**src/rtl/utf8_stream_validator_defines.svh**
```systemverilog
// Assertion macros shared by the checking code of the validator
`ifndef UTF8_STREAM_VALIDATOR_DEFINES_SVH
`define UTF8_STREAM_VALIDATOR_DEFINES_SVH

// Check that the consequent holds in the same cycle as the antecedent
`define UTF8V_ASSERT_SAME(label, clk, rst, ante, cons) \
   label: assert property (@(posedge clk) disable iff (rst) (ante) |-> (cons)) \
      else $error("utf8v check failed");

// Check that the consequent holds in the cycle after the antecedent
`define UTF8V_ASSERT_NEXT(label, clk, rst, ante, cons) \
   label: assert property (@(posedge clk) disable iff (rst) (ante) |=> (cons)) \
      else $error("utf8v check failed");

`endif

```
**src/rtl/utf8v_pkg.sv**
```systemverilog
package utf8v_pkg;

   // Width of the character counters; saturate at all ones
   localparam int COUNT_WIDTH = 32;
   localparam int POINT_WIDTH = 21;

   typedef enum logic [2:0] {
      ERR_NONE     = 3'd0,
      ERR_END      = 3'd1,
      ERR_TAIL     = 3'd2,
      ERR_OVERLONG = 3'd3,
      ERR_INVALID  = 3'd4,
      ERR_HEADER   = 3'd5
   } err_type;

   typedef enum logic [1:0] {
      DONE_NONE  = 2'd0,
      DONE_ASCII = 2'd1,
      DONE_MULTI = 2'd2
   } done_type;

   // Decoder state carried between words
   typedef struct packed {
      logic [1:0]             tail_remaining;
      logic [1:0]             sequence_length;
      logic [POINT_WIDTH-1:0] point_acc;
      err_type                sticky_error;
      logic                   finished;
   } dec_state_type;

   // Per-word outcome of the decoder
   typedef struct packed {
      done_type done;
      logic     inc_ascii;
      logic     inc_multi;
   } dec_event_type;

endpackage

```
**src/rtl/utf8v_step.sv**
```systemverilog
module utf8v_step (
   input  utf8v_pkg::dec_state_type cur_state,
   input  logic [7:0]               data_byte,
   input  logic                     end_of_stream,
   output utf8v_pkg::dec_state_type nxt_state,
   output utf8v_pkg::dec_event_type evt
);
   import utf8v_pkg::*;

   logic [POINT_WIDTH-1:0] shifted_acc;
   err_type                final_err;

   // Fold the six payload bits of a tail byte into the accumulator
   assign shifted_acc = {cur_state.point_acc[POINT_WIDTH-7:0], data_byte[5:0]};

   // Range checks on a completed multibyte point, by number of tail bytes
   always_comb begin
      final_err = ERR_NONE;
      case (cur_state.sequence_length)
         2'd1: begin
            if (shifted_acc < 21'h00_0080) final_err = ERR_OVERLONG;
         end
         2'd2: begin
            if (shifted_acc >= 21'h00_D800 && shifted_acc <= 21'h00_DFFF)
               final_err = ERR_INVALID;
            else if (shifted_acc < 21'h00_0800)
               final_err = ERR_OVERLONG;
         end
         default: begin
            if (shifted_acc > 21'h10_FFFF)
               final_err = ERR_INVALID;
            else if (shifted_acc < 21'h01_0000)
               final_err = ERR_OVERLONG;
         end
      endcase
   end

   // Advance the decoder by one word; hold everything once stopped
   always_comb begin
      nxt_state     = cur_state;
      evt.done      = DONE_NONE;
      evt.inc_ascii = 1'b0;
      evt.inc_multi = 1'b0;
      if (cur_state.sticky_error == ERR_NONE && !cur_state.finished) begin
         if (end_of_stream) begin
            if (cur_state.tail_remaining != 2'd0)
               nxt_state.sticky_error = ERR_END;
            else
               nxt_state.finished = 1'b1;
         end else if (cur_state.tail_remaining == 2'd0) begin
            // Decode a header byte
            if (!data_byte[7]) begin
               nxt_state.point_acc = {{(POINT_WIDTH-8){1'b0}}, data_byte};
               evt.inc_ascii       = 1'b1;
               evt.done            = DONE_ASCII;
            end else if (data_byte[7:5] == 3'b110) begin
               nxt_state.point_acc       = {{(POINT_WIDTH-5){1'b0}}, data_byte[4:0]};
               nxt_state.sequence_length = 2'd1;
               nxt_state.tail_remaining  = 2'd1;
            end else if (data_byte[7:4] == 4'b1110) begin
               nxt_state.point_acc       = {{(POINT_WIDTH-4){1'b0}}, data_byte[3:0]};
               nxt_state.sequence_length = 2'd2;
               nxt_state.tail_remaining  = 2'd2;
            end else if (data_byte[7:3] == 5'b11110) begin
               nxt_state.point_acc       = {{(POINT_WIDTH-3){1'b0}}, data_byte[2:0]};
               nxt_state.sequence_length = 2'd3;
               nxt_state.tail_remaining  = 2'd3;
            end else begin
               nxt_state.sticky_error = ERR_HEADER;
            end
         end else if (data_byte[7:6] != 2'b10) begin
            nxt_state.sticky_error = ERR_TAIL;
         end else begin
            // Take a tail byte; check the point on the last one
            nxt_state.point_acc      = shifted_acc;
            nxt_state.tail_remaining = cur_state.tail_remaining - 2'd1;
            if (cur_state.tail_remaining == 2'd1) begin
               nxt_state.sequence_length = 2'd0;
               if (final_err != ERR_NONE) begin
                  nxt_state.sticky_error = final_err;
               end else begin
                  evt.inc_multi = 1'b1;
                  evt.done      = DONE_MULTI;
               end
            end
         end
      end
   end

endmodule

```
**src/rtl/utf8v_count.sv**
```systemverilog
module utf8v_count (
   input  logic                              clock,
   input  logic                              reset,
   input  logic                              inc,
   output logic [utf8v_pkg::COUNT_WIDTH-1:0] value
);
   import utf8v_pkg::*;

   logic [COUNT_WIDTH-1:0] count_ff;
   logic [COUNT_WIDTH-1:0] count_in;

   // Advance unless already at all ones
   always_comb begin
      count_in = count_ff;
      if (inc && count_ff != {COUNT_WIDTH{1'b1}})
         count_in = count_ff + {{(COUNT_WIDTH-1){1'b0}}, 1'b1};
   end

   always_ff @(posedge clock) begin
      if (reset)
         count_ff <= '0;
      else
         count_ff <= count_in;
   end

   assign value = count_ff;

endmodule

```
**src/rtl/utf8_stream_validator.sv**
```systemverilog
// Channel   Direction  Handshake            Payload
// req_      in         req_valid/req_ready  req_data_byte, req_end_of_stream
// rsp_      out        rsp_valid/rsp_ready  rsp_char_done, rsp_error_code, rsp_code_point,
//                                           rsp_ascii_count, rsp_multibyte_count,
//                                           rsp_stream_done
//
// One word in, one word out; a word is accepted every cycle while req_ready is high,
// and its result appears in the next cycle from the decoder state registers.
// req_ready is high whenever the result slot is empty or is taken this cycle,
// so a stalled consumer holds the decoder state and the result together.
// Synchronous reset clears the decoder state, both counters and the result slot.
`include "utf8_stream_validator_defines.svh"

module utf8_stream_validator (
   input  logic        clock,
   input  logic        reset,
   input  logic        req_valid,
   output logic        req_ready,
   input  logic [7:0]  req_data_byte,
   input  logic        req_end_of_stream,
   output logic        rsp_valid,
   input  logic        rsp_ready,
   output logic [1:0]  rsp_char_done,
   output logic [2:0]  rsp_error_code,
   output logic [20:0] rsp_code_point,
   output logic [31:0] rsp_ascii_count,
   output logic [31:0] rsp_multibyte_count,
   output logic        rsp_stream_done
);
   import utf8v_pkg::*;

   dec_state_type          state_ff;
   dec_state_type          state_in;
   dec_event_type          evt;
   done_type               done_ff;
   logic                   rsp_valid_ff;
   logic                   accept;
   logic [COUNT_WIDTH-1:0] ascii_total;
   logic [COUNT_WIDTH-1:0] multi_total;

   assign req_ready = !rsp_valid_ff || rsp_ready;
   assign accept    = req_valid && req_ready;

   utf8v_step u_step (
      .cur_state     (state_ff),
      .data_byte     (req_data_byte),
      .end_of_stream (req_end_of_stream),
      .nxt_state     (state_in),
      .evt           (evt)
   );

   utf8v_count u_ascii_count (
      .clock (clock),
      .reset (reset),
      .inc   (accept && evt.inc_ascii),
      .value (ascii_total)
   );

   utf8v_count u_multi_count (
      .clock (clock),
      .reset (reset),
      .inc   (accept && evt.inc_multi),
      .value (multi_total)
   );

   // Update decoder state and result slot on each accepted word
   always_ff @(posedge clock) begin
      if (reset) begin
         state_ff     <= '0;
         done_ff      <= DONE_NONE;
         rsp_valid_ff <= 1'b0;
      end else begin
         if (accept) begin
            state_ff <= state_in;
            done_ff  <= evt.done;
         end
         if (accept)
            rsp_valid_ff <= 1'b1;
         else if (rsp_ready)
            rsp_valid_ff <= 1'b0;
      end
   end

   assign rsp_valid           = rsp_valid_ff;
   assign rsp_char_done       = done_ff;
   assign rsp_error_code      = state_ff.sticky_error;
   assign rsp_code_point      = state_ff.point_acc;
   assign rsp_ascii_count     = 32'(ascii_total);
   assign rsp_multibyte_count = 32'(multi_total);
   assign rsp_stream_done     = state_ff.finished;

   // Checks on the decoder
   `UTF8V_ASSERT_NEXT(a_error_sticky, clock, reset,
      rsp_error_code != ERR_NONE, $stable(rsp_error_code))
   `UTF8V_ASSERT_NEXT(a_done_sticky, clock, reset, rsp_stream_done, rsp_stream_done)
   `UTF8V_ASSERT_SAME(a_done_clean, clock, reset, rsp_stream_done, rsp_error_code == ERR_NONE)
   `UTF8V_ASSERT_SAME(a_char_clean, clock, reset,
      rsp_valid && rsp_char_done != DONE_NONE, rsp_error_code == ERR_NONE)
   `UTF8V_ASSERT_SAME(a_ascii_range, clock, reset,
      rsp_valid && rsp_char_done == DONE_ASCII, rsp_code_point < 21'h00_0080)

endmodule

```
**config.mk**
```make
export PLATFORM = sky130hd
export DESIGN_NAME = utf8_stream_validator
export DESIGN_NICKNAME = d
export VERILOG_FILES = /design/src/rtl/utf8v_pkg.sv /design/src/rtl/utf8v_step.sv /design/src/rtl/utf8v_count.sv /design/src/rtl/utf8_stream_validator.sv
export VERILOG_INCLUDE_DIRS = /design/src /design/src/rtl
export SDC_FILE = /design/constraint.sdc
export NUM_CORES = 1
export LEC_CHECK = 0
export BUFFER_PORTS_ARGS = -buffer_cell sky130_fd_sc_hd__buf_2
export CORE_AREA = 2 2 108 110
export DETAILED_ROUTE_END_ITERATION = 16
export DIE_AREA = 0 0 110 112
export PLACE_DENSITY = 0.62
export SYNTH_ARGS = -nofsm -noshare
export SYNTH_HDL_FRONTEND = slang
export SYNTH_SLANG_ARGS = --single-unit
```
**constraint.sdc**
```tcl
create_clock -name clock -period 3.35 [get_ports clock]
set_input_delay 0.67 -clock clock [delete_from_list [all_inputs] [get_ports clock]]
set_output_delay 0.67 -clock clock [all_outputs]
set_load 0.02 [all_outputs]
```
# Word-level counts from Yosys, hierarchy flattened
# Cells that the tools add are included.
# W data, S select, Z words.
# totals
register_bits	96
latch_bits	0
ramBits	0
mem_bits_ro	0
in_bits	13
out_inout_bits	93
word_cells	98
mem_count	0
# op_classes
add_sub_neg	3
mul	0
div	0
magnitude_cmp	6
n_eq_ne	18
shifts	0
mux	37
n_bitwise	2
n_reduce_logical	23
# ops
cell	count
$mux W25	4
$add A32 B1 Y32 const B	2
$ne A32 B32 Y1 const B	2
$mux W3	11
$mux W28	1
$ge A21 B16 Y1 const B	1
$gt A21 B21 Y1 const B	1
$le A21 B16 Y1 const B	1
$lt A21 B12 Y1 const B	1
$lt A21 B17 Y1 const B	1
$lt A21 B8 Y1 const B	1
$mux W21	1
$mux W2	9
$mux W4	3
$ne A3 B3 Y1 const B	4
$reduce_and A9 Y1	1
$reduce_bool A4 Y1	2
$logic_and A1 B1 Y1	7
$mux W1	7
$reduce_and A7 Y1	1
$pmux W3 S2	1
$reduce_and A6 Y1	1
$reduce_bool A2 Y1	3
$eq A5 B5 Y1 const B	1
17 further kinds	22

# Logic depth before layout (Yosys ltp)
# depth
ltp_word	13
ltp_mapped	10
depth_no_buf	8

# Hierarchy
# A second synthesis with hierarchy kept.
# hier_totals
cells_unflattened	707
area_unflattened_um2	5888.1
# modules_own_cells
mod	instances	cells_per_inst	area_each_um2	seq_area_each_um2
utf8v_count	2	199	1674.1	640.6
utf8_stream_validator	1	171	1587.8	640.6
utf8v_step	1	138	952.2	0.0

# Worst setup path after synthesis
# Ideal clock, no wire load.
# synth_timing
path_type	in2reg
start	in req_data_byte[7]
end	reg u_multi_count.count_ff[23], in the netlist u_multi_count.value[23]
setup_time_ps	132
arrival_time_ps	2501
required_ps	3218
slack_ps	717
cell_stages	9
path_buffers	3
path_cell_list	clkbuf_1 > nor4bb_1 > nand4_1 > a311oi_2 > nand4_2 > buf_6 > buf_2 > o31ai_1 > a21oi_1
# synth_via
elab_chain_len	7
# synth_lines
item	line_no	source
from (decl)	utf8_stream_validator.sv:19	input logic [7:0] req_data_byte,
$ne A2 B2 Y1	utf8v_step.sv:71	end else if (data_byte[7:6] != 2'b10) begin
$mux W1	utf8v_step.sv:71	
$mux W1	utf8v_step.sv:50	end else if (cur_state.tail_remaining == 2'd0) begin
$mux W4	utf8v_step.sv:45	if (end_of_stream) begin
$mux W4	utf8v_step.sv:44	if (cur_state.sticky_error == ERR_NONE && !cur_state.finished) begin
$logic_and A1 B1 Y1	utf8_stream_validator.sv:62	.inc (accept && evt.inc_multi),
$logic_and A1 B1 Y1	utf8v_count.sv:15	if (inc && count_ff != {COUNT_WIDTH{1'b1}})
to (signal assigned)	utf8v_count.sv:23	count_ff <= count_in;
to (decl)	utf8v_count.sv:9	logic [COUNT_WIDTH-1:0] count_ff;
# No other way between the ends.
# A chain may end at the register's enable or synchronous reset.

# Worst setup path in the final report
# layout_timing
start	reg state_ff, in the netlist rsp_code_point[10]
end	reg u_multi_count.count_ff[21], in the netlist u_multi_count.value[21]
# layout_via
elab_chain_len	13
elab_cells_between_ends	22
classes_between	order compare: 6; mux: 12; reduce/logical: 4
# layout_lines
item	line_no	source
from (decl)	utf8_stream_validator.sv:32	dec_state_type state_ff;
from (signal assigned)	utf8_stream_validator.sv:74	state_ff <= state_in;
$lt A21 B17 Y1, or another cell as far along	utf8v_step.sv:32	else if (shifted_acc < 21'h01_0000)
$mux W2, or another cell as far along	utf8v_step.sv:32	
$mux W3 (on tied branches)	utf8v_step.sv:30, utf8v_step.sv:24	
$pmux W3 S2 *	utf8v_step.sv:19	case (cur_state.sequence_length)
$reduce_bool A3 Y1 *	utf8v_step.sv:79	if (final_err != ERR_NONE) begin
$mux W1 *	utf8v_step.sv:79	
$mux W1 *	utf8v_step.sv:77	if (cur_state.tail_remaining == 2'd1) begin
$mux W1 *	utf8v_step.sv:71	
$mux W1 *	utf8v_step.sv:50	
$mux W4 *	utf8v_step.sv:45	
$mux W4 *	utf8v_step.sv:44	
$logic_and A1 B1 Y1 *	utf8_stream_validator.sv:62	
$logic_and A1 B1 Y1 *	utf8v_count.sv:15	
# Mark *: on every way between the ends. The rest lies on a longest branch, timed or not.

==> results_dict.tcl <==
set metrics [dict create \
    swShare 0.2204 \
    layout-drive-gt1-share 0.2020 \
    dp_hpwl_mm 8.528 \
    grt_use_total 0.1920 \
    cts_tree "built" \
    clkLatencyLatePin_ps 340 \
    vias 4510 \
    grt_pass1_wl_mm 19.00 \
    firstDrtPassIters 4 \
    synthCells 608 \
    dieWidth_um 110 \
    synth_area_leaders "dfxtp_1, a21oi_1, nor2_1, nand3_1, nand2_1" \
    coreArea_um2 11170 \
    clockBufferDepth 2 \
    timing.rr.start "rsp_code_point[10]$_SDFFE_PP0P_" \
    routabilityCongestion 0.7966 \
    final.setup.tns_ps 0 \
    end_kind "register" \
    dieArea_um2 12320 \
    ys_ff_latch 96 \
    drt_iter0_drc 193 \
    path_delay_family "simple AND/OR/NAND/NOR gates" \
    drv_cap 0 \
    hold_viol_final 0 \
    seqPwrFrac 0.492 \
    overflow 0 \
    max_slew_margin 0.3534 \
    row_count 39 \
    skew_ps 7.533 \
    ios 106 \
    yosys_warnings 0 \
    power_leakage_nw 2.187 \
    reg2reg_slack_ps 350 \
    cts.clk_slew.worst_paths_ps 70 \
    final_cell_mix "buf_2, dfxtp_1, nor2_1" \
    cts_resized 0 \
    cts_buffers 9 \
    start_kind "register" \
    final_nets 696 \
    pwr-share-clk 0.452 \
    die_y_um 112 \
    crit_required_ps 3610 \
    insertedDiodeCount 0 \
    final_cells 826 \
    power_frac_comb 0.056 \
    hold_end "rsp_code_point[20]$_SDFFE_PP0P_" \
    run_status "finished clean" \
    h-tree-depth 3 \
    vias_per_cell 5.460 \
    synthesis.nets 625 \
    hold_start "rsp_code_point[20]$_SDFFE_PP0P_" \
    synth_flop_cell "dfxtp_1" \
    setup_viol 0 \
    crit_arrival_ps 3260 \
    period_needed_ps 3001 \
    p_sw_mw 0.5201 \
    yosys.area.top_type "dfxtp_1" \
    cts.sinks 96 \
    async_flop_share 0 \
    grt_pass1_vias 3999 \
    worstMarginPinSlew_ps 969.9 \
    start_util 0.4321 \
    crit_type "register to register" \
    slowest_delay_ps 650 \
    fin_crit_sh 0.8959 \
    syn_avg_cell_area_um2 7.941 \
    hold_depth 2 \
    netlist.area_leader.share 0.3980 \
    slowest_stage "or4_1" \
    worst-r2r-cell-count 6 \
    hold_path_class "register to register" \
    vdd_drop_max_mv 0.3044 \
    critical_path.cell_chain "or4_4 > and3_4 > a311oi_2 > nand4_2 > or4_1 > a21oi_1" \
    path_depth 6 \
    syn_area_um2 4828 \
    synth_edf_count 0 \
    cts_setup_buffers 0 \
    mostFrequentLayoutCell "buf_2" \
    port_buffers 105 \
    placed_cells 811 \
    path_buf_inv 0 \
    max_freq_mhz 333.2 \
    drt_wl_total_mm 11.97 \
    synth.distinct_cells 50 \
    timing.rr.end "u_multi_count.value[21]$_SDFFE_PP0P_" \
    pwr_density_cell_nw_per_um2 421.2 \
    whs_ps 446.7 \
    ant_nets 0 \
    holdBufCountCts 0 \
    root_buffer "clkbuf_16" \
    drc 0 \
    rsz0062_at_grt "false" \
    drv_slew 0 \
    syn_to_final_growth_pct 16.07 \
    wl_per_cell_um 14.49 \
    p_int_mw 1.840 \
    antenna_found_initial 0 \
    grt_max_degree 55 \
    yosysSeqAreaShare 0.3980 \
    worstPathMaxFanout 25 \
]
==> routing by layer <==
| layer | vias up | track usage | part of all wire | routed length (um) |
|---|---|---|---|---|
| met3 | 11 | 0.04333 | 0.056 | 675 |
| met2 | 106 | 0.3170 | 0.48 | 5738 |
| met1 | 2105 | 0.2449 | 0.45 | 5410 |
| li1 | 2288 | - | - | - |
| met5 | - | 0 | 0 | 0 |
| met4 | 0 | 0.06414 | 0.012 | 145 |
==> synth_stat cells, types with 14 or more instances <==
cell      number
a21oi_1       56
buf_4         24
clkbuf_1      23
dfxtp_1       96
inv_1         16
nand2_1       58
nand3_1       45
nand4_1       23
nor2_1        63
nor3_1        14
o21ai_0       25
or3_1         20
or4_1         15
xor2_1        19
==> registers in the layout, indices dropped and copies added, names as in the netlist <==
register and cells:
u_multi_count.value 32, u_ascii_count.value 32, rsp_code_point 21, rsp_valid 1
rsp_error_code 3, rsp_stream_done 1, rsp_char_done 2, state_ff 4
==> power by group through the flow <==
| stage | Combinational (mW) | Sequential, mW | Clock, mW |
|---|---|---|---|
| final | 0.132 | 1.16 | 1.07 |
| after CTS | 0.132 | 1.16 | 1.09 |
| after global placement | 0.130 | 1.19 | 0 |
| after floorplan | 0.0939 | 1.19 | 0 |
| after detailed placement | 0.131 | 1.19 | 0 |
| after global routing | 0.148 | 1.16 | 1.14 |
==> worst max-delay path by stage <==
stage	startpoint	endpoint
6_report	rsp_code_point[10]$_SDFFE_PP0P_	u_multi_count.value[21]$_SDFFE_PP0P_
3_3_place_gp	req_data_byte[7]	u_multi_count.value[21]$_SDFFE_PP0P_
3_5_place_dp	req_data_byte[7]	u_multi_count.value[21]$_SDFFE_PP0P_
5_1_grt	rsp_code_point[10]$_SDFFE_PP0P_	u_multi_count.value[21]$_SDFFE_PP0P_
2_1_floorplan	req_data_byte[7]	u_multi_count.value[23]$_SDFFE_PP0P_
4_1_cts	rsp_error_code[0]$_SDFFE_PP0P_	u_multi_count.value[21]$_SDFFE_PP0P_
==> cells by family after synthesis <==
kind of cell / share of synthesized area
flops: 0.3980
compound gates: 0.1259
buf+inv: 0.07359
fa+ha+maj: 0.01037
mux: 0.008552
xor+xnor: 0.05805
simple gates: 0.3255
==> per-stage QoR <==
stage / worst slack [ps] / util / power [mW] / area [um^2]
final: 348.9 / 0.5015 / 2.360 / 5604
after global routing: 174.9 / 0.5015 / 2.446 / 5604
after CTS: 315.0 / 0.5010 / 2.386 / 5598
after detailed placement: 195.5 / 0.4739 / 1.318 / 5295
after global placement: 284.3 / 0.4739 / 1.316 / 5295
after floorplan: 717.3 / - / 1.282 / 4828
==> worst reg2reg max path, stage by stage, from the launching register on <==
cell      delay (ps)
dfxtp_1          330
or4_4            580
and3_4           220
a311oi_2         430
nand4_2          560
or4_1            650
a21oi_1          160
==> cell type report <==
type,count,area (um^2)
fill,1112,5570
multi-input combinational,444,2562
sequential,96,1922
timing repair buffer,112,578.1
clock buffer,11,232.7
tap,143,178.9
clock inverter,4,70.07
inverter,16,60.06
Power figures use the tool's default switching activity.
